$ cat config.mk
export PLATFORM = sky130hd
export DESIGN_NAME = mted_mult
export DESIGN_NICKNAME = d
export VERILOG_FILES = /design/src/rtl/core/mted_pkg.sv /design/src/rtl/core/mted_mult.sv
export SDC_FILE = /design/constraint.sdc
export NUM_CORES = 1
export LEC_CHECK = 0
export ABC_AREA = 1
export BUFFER_PORTS_ARGS = -buffer_cell sky130_fd_sc_hd__buf_4
export CORE_MARGIN = 5
export CORE_UTILIZATION = 60
export DETAILED_ROUTE_END_ITERATION = 10
export PLACE_DENSITY = 0.89
export SLEW_MARGIN = 10
export SYNTH_ARGS = -nofsm -noshare
export SYNTH_HDL_FRONTEND = slang
export SYNTH_SLANG_ARGS = --single-unit
$ cat constraint.sdc
create_clock -name clock -period 16 [get_ports clock]
set_input_delay 2.4 -clock clock [delete_from_list [all_inputs] [get_ports clock]]
set_output_delay 2.4 -clock clock [all_outputs]
set_load 0.05 [all_outputs]
$ cat src/rtl/core/mted_pkg.sv
// shared constants, types and register codes of the multi-tap echo delay
`default_nettype none

package mted_pkg;

   // history and sample sizing (history depth is a power of two)
   localparam int HISTORY_DEPTH = 16384;
   localparam int MAX_TAPS      = 15;
   localparam int SAMPLE_BITS   = 16;
   localparam int ADDR_BITS     = $clog2(HISTORY_DEPTH);

   // register field widths
   localparam int DELAY_W   = 14;
   localparam int GAIN_W    = 15;
   localparam int TAPC_W    = 4;
   localparam int FRAC_BITS = 15;

   // configuration port
   localparam int CSR_IDX_W  = 2;
   localparam int CSR_DATA_W = 16;

   typedef enum logic [CSR_IDX_W-1:0] {
      CSR_DELAY = 2'd0,
      CSR_GAIN  = 2'd1,
      CSR_TAPS  = 2'd2
   } csr_reg_type;

   // register reset values
   localparam logic [DELAY_W-1:0] DELAY_RESET = DELAY_W'(0);
   localparam logic [GAIN_W-1:0]  GAIN_RESET  = GAIN_W'(22938);
   localparam logic [TAPC_W-1:0]  TAPC_RESET  = TAPC_W'(2);

   // shared multiplier and accumulator sizing
   localparam int MUL_A_W = (SAMPLE_BITS > GAIN_W + 1) ? SAMPLE_BITS : GAIN_W + 1;
   localparam int MUL_B_W = GAIN_W + 1;
   localparam int PROD_W  = MUL_A_W + MUL_B_W;
   localparam int ACC_W   = PROD_W + $clog2(MAX_TAPS + 1) + 1;
   localparam int RES_W   = ACC_W - FRAC_BITS;

   // tap offset and tap counter sizing
   localparam int OFF_W = ((DELAY_W > ADDR_BITS) ? DELAY_W : ADDR_BITS) + 1;
   localparam int J_W   = $clog2(MAX_TAPS + 2);

   typedef logic signed [SAMPLE_BITS-1:0] sample_type;
   typedef logic [ADDR_BITS-1:0]          addr_type;

endpackage

`default_nettype wire

$ cat src/rtl/core/mted_mult.sv
// shared signed multiplier with registered product
`default_nettype none

module mted_mult import mted_pkg::*; (
   input  wire                       clock,
   input  wire                       en,
   input  wire signed [MUL_A_W-1:0]  op_a,
   input  wire signed [MUL_B_W-1:0]  op_b,
   output logic signed [PROD_W-1:0]  prod
);

   logic signed [PROD_W-1:0] prod_ff;

   // one product per enabled cycle
   always_ff @(posedge clock) begin
      if (en) begin
         prod_ff <= op_a * op_b;
      end
   end

   assign prod = prod_ff;

endmodule

`default_nettype wire

# Word level (Yosys, flattened, before mapping)
# Index checks and enable logic that the tools add are counted.
[totals]
ff_bits = 32
inputBits = 34
out_inout_bits = 32
wordCells = 2
[op_classes]
mul = 1
[ops]
columns = ["cell", "count"]
rows = [
  ["16-bit by 16-bit multiplier with 32-bit output", 1],
]

# Depth between registers and ports, before layout
[logic_depth]
word_depth = 1
ltp_mapped = 26
ltp_nobuf = 25

# Least setup slack after synthesis
# No wires, ideal clock.
[synth_timing]
path_type = "in2reg"
from = "input port op_b[5]"
to = "register prod_ff[31], in the netlist prod[31], data pin"
setup_time_ps = 252
arrival_time_ps = 7365
setup_slack_ps = 8383
stages = 21
path_buffers = 2
path_cell_list = "clkbuf_1 clkbuf_1 nand2_1 fa_1 inv_1 fa_1 inv_1 fa_1 fa_1 fa_1 fa_1 inv_1 ha_1 nand2_1 nor3_4 and2_1 nand2_1 inv_1 nor2_1 nand2_1 nand2_1"
[synth_via]
elab_chain_len = 1
[synth_rtl]
columns = ["element", "line_no", "source"]
rows = [
  ["start: declaration", "mted_mult.sv:8", "input wire signed [MUL_B_W-1:0] op_b,"],
  ["16-bit by 16-bit multiplier with 32-bit output", "mted_mult.sv:17", "prod_ff <= op_a * op_b;"],
  ["end signal: assignment", "mted_mult.sv:17", ""],
  ["end: declaration", "mted_mult.sv:12", "logic signed [PROD_W-1:0] prod_ff;"],
]
# Every way passes these cells.
# A chain may end at the register's enable or synchronous reset.

# Worst setup path after layout
[layout_timing]
from = "input port op_b[1]"
to = "register prod_ff[29], in the netlist prod[29], data pin"
# Same word-level chain as after synthesis.

==> results.ini <==
[outcome]
status = complete, no violations

[cells_and_area]
final_cell_mix = inv_1, nand2_1, fa_1, ha_1, buf_4
areaGrowthSynthToFinish_pct = 6.44
fin_area_sq_um = 12600
fin_nets = 1875
drive_above_1_share_pct = 8.14
diodes = 0
postLayoutCoreUtil_pct = 64.6
largest_reg_flops = 32
final_common_cell = inv_1

[logic_synthesis]
synthCells = 1484
ys_warn_count = 0
syn_nets = 1862
yosysTopAreaCell = fa_1
synth_area_leaders = fa_1, inv_1, nand2_1
ys_types = 28
ys_seq_area_share_pct = 8.13
synth_top_area_share_pct = 44.4
ys_ff_latch = 32
avgSynthCellArea_sq_um = 7.97
netlist_area_sq_um = 11800

[sta]
layout_min_cycle_time_ns = 7.63
setup_viol_count_final = 0
fin_ws_ns = 8.37
maxSlewViolCount = 0
hold_viol = 0
worst_pin_slew_ns = 0.617
grt_setup_unrepaired = false
timing.setup.tns_ns = 0
slew_headroom_pct = 58.8
period_share_pct = 47.7
clock.fmax_mhz = 131

[worst_hold_path]
hold_path_depth = 3
hold_path_end = prod[0]$_DFFE_PP_
worstHoldStart = op_b[0]
min_path_type = in -> reg

[cts]
cts-root-buf = clkbuf_16
ctsHoldBuffers = 0
cts_tree = done
cts_made_buffers = 5
clk_pin_slew_ns = 0.05
cts_resized = 0
htree_levels = 2
cts_sinks = 32
post_cts_buffers = 0
cts_buffer_depth = 2

[detailed_routing]
firstDrtPassIters = 5
vias = 9185
routed_via_density = 5.21
ant_nets = 0
wl_um = 27100
route.detailed.drc = 0
drt-initial-drc-count = 553
routedWlPerCell_um = 15.4

[placement]
placed_area_sq_um = 12400
port_buffers = 65
gp_congestion = 0.927
dp_hpwl_um = 23200
post-place-ws_ns = 8.10

[floorplanning]
ios = 66
core_area_sq_um = 19500
start_util_pct = 60.7
die-area_sq_um = 22600
die_h_um = 150
die_w_um = 150
row_count = 51

[global_routing]
grt_overflow = 0
grt_pass1_vias = 10200
grt_use_total_pct = 26.1
grt_pass1_wl_um = 46900
antenna_found_initial = 0
grt_max_degree = 33

[worst_setup_path]
crit_path_frequent_cell = fa_1
crit_path_cell_trace = buf_4 > nand2_1 > inv_1 > fa_1 > fa_1 > inv_1 > fa_1 > fa_1 > fa_1 > fa_1 > inv_1 > ha_1 > nand2_1 > nor2_1 > nand2_1 > nor3_2 > nand2_1 > nand3_1 > nand2_1
crit_buf_inv = 4
cp_slowest_cell = fa_1
critPathCaptureType = flop
critPathArrivalTime_ns = 7.66
crit_family = adder cells
max_stage_delay_ns = 0.84
crit_required_ns = 16.04
cp-start-kind = primary input
crit_type = in -> reg
crit_fanout = 16

[flow_run]
drv_cap = 0

[logic make-up after synthesis]
kind of cell             synth area share, %
AO/OA/AOI/OAI                           2.29
XOR/XNOR                                1.41
adder cells (fa/ha/maj)                 53.0
buffers and inverters                   16.9
flip-flops                              8.13
AND/OR/NAND/NOR                         18.3
[how the worst max path moves through the flow]
stage,startpoint,end,cells after the start,slack (ns)
global route,op_b[1],prod[28]$_DFFE_PP_,19,8.03
finish,op_b[1],prod[29]$_DFFE_PP_,19,8.37
global placement,op_b[1],prod[31]$_DFFE_PP_,20,8.21
floorplan,op_b[5],prod[31]$_DFFE_PP_,21,8.38
CTS,op_b[1],prod[29]$_DFFE_PP_,19,8.36
detailed placement,op_b[1],prod[29]$_DFFE_PP_,19,8.10
[layout make-up]
| class | instances | area (sq um) |
|---|---|---|
| tap | 265 | 332 |
| multi-input combinational | 921 | 8870 |
| sequential | 32 | 961 |
| clock inverter | 3 | 37.5 |
| clock buffer | 5 | 125 |
| fill | 1569 | 6880 |
| timing repair buffer | 65 | 488 |
| inverter | 472 | 1770 |
[stage by stage]
step,hold slack (ns),instances
after detailed placement,2.83,1755
after global placement,2.82,1755
after CTS,2.55,1763
final,2.55,1763
after global routing,2.57,1763
after floorplan,2.51,1484
[metal layers]
metal / up-vias / global-route usage, % / share of wire [%]
met5: - / 0 / 0
met4: 0 / 10.7 / 4.8
met3: 104 / 2.38 / 6.6
met2: 370 / 47.7 / 52
met1: 4514 / 31.8 / 37
li1: 4197 / - / -
[cells in the mapped netlist]
cell type,instances
inv_1,462
nor3_4,2
nor3_1,4
and2_1,2
nand2_2,13
nand2_1,384
o21ai_1,2
inv_2,10
o21ai_0,9
ha_1,82
nand4_1,12
nand3_1,29
or2_2,4
nor2_1,38
nand3_2,3
a21oi_2,2
a21oi_1,26
xnor2_1,2
fa_1,262
edfxtp_1,32
clkbuf_1,59
a21o_1,3
nand3b_1,2
nor2_4,5
xor2_1,17
nor3_2,2
o21bai_1,6
nor2_2,10
Power is left out: the tool's default activity adds up to more than one toggle a clock period on the data nets, which glitch-free logic cannot reach.
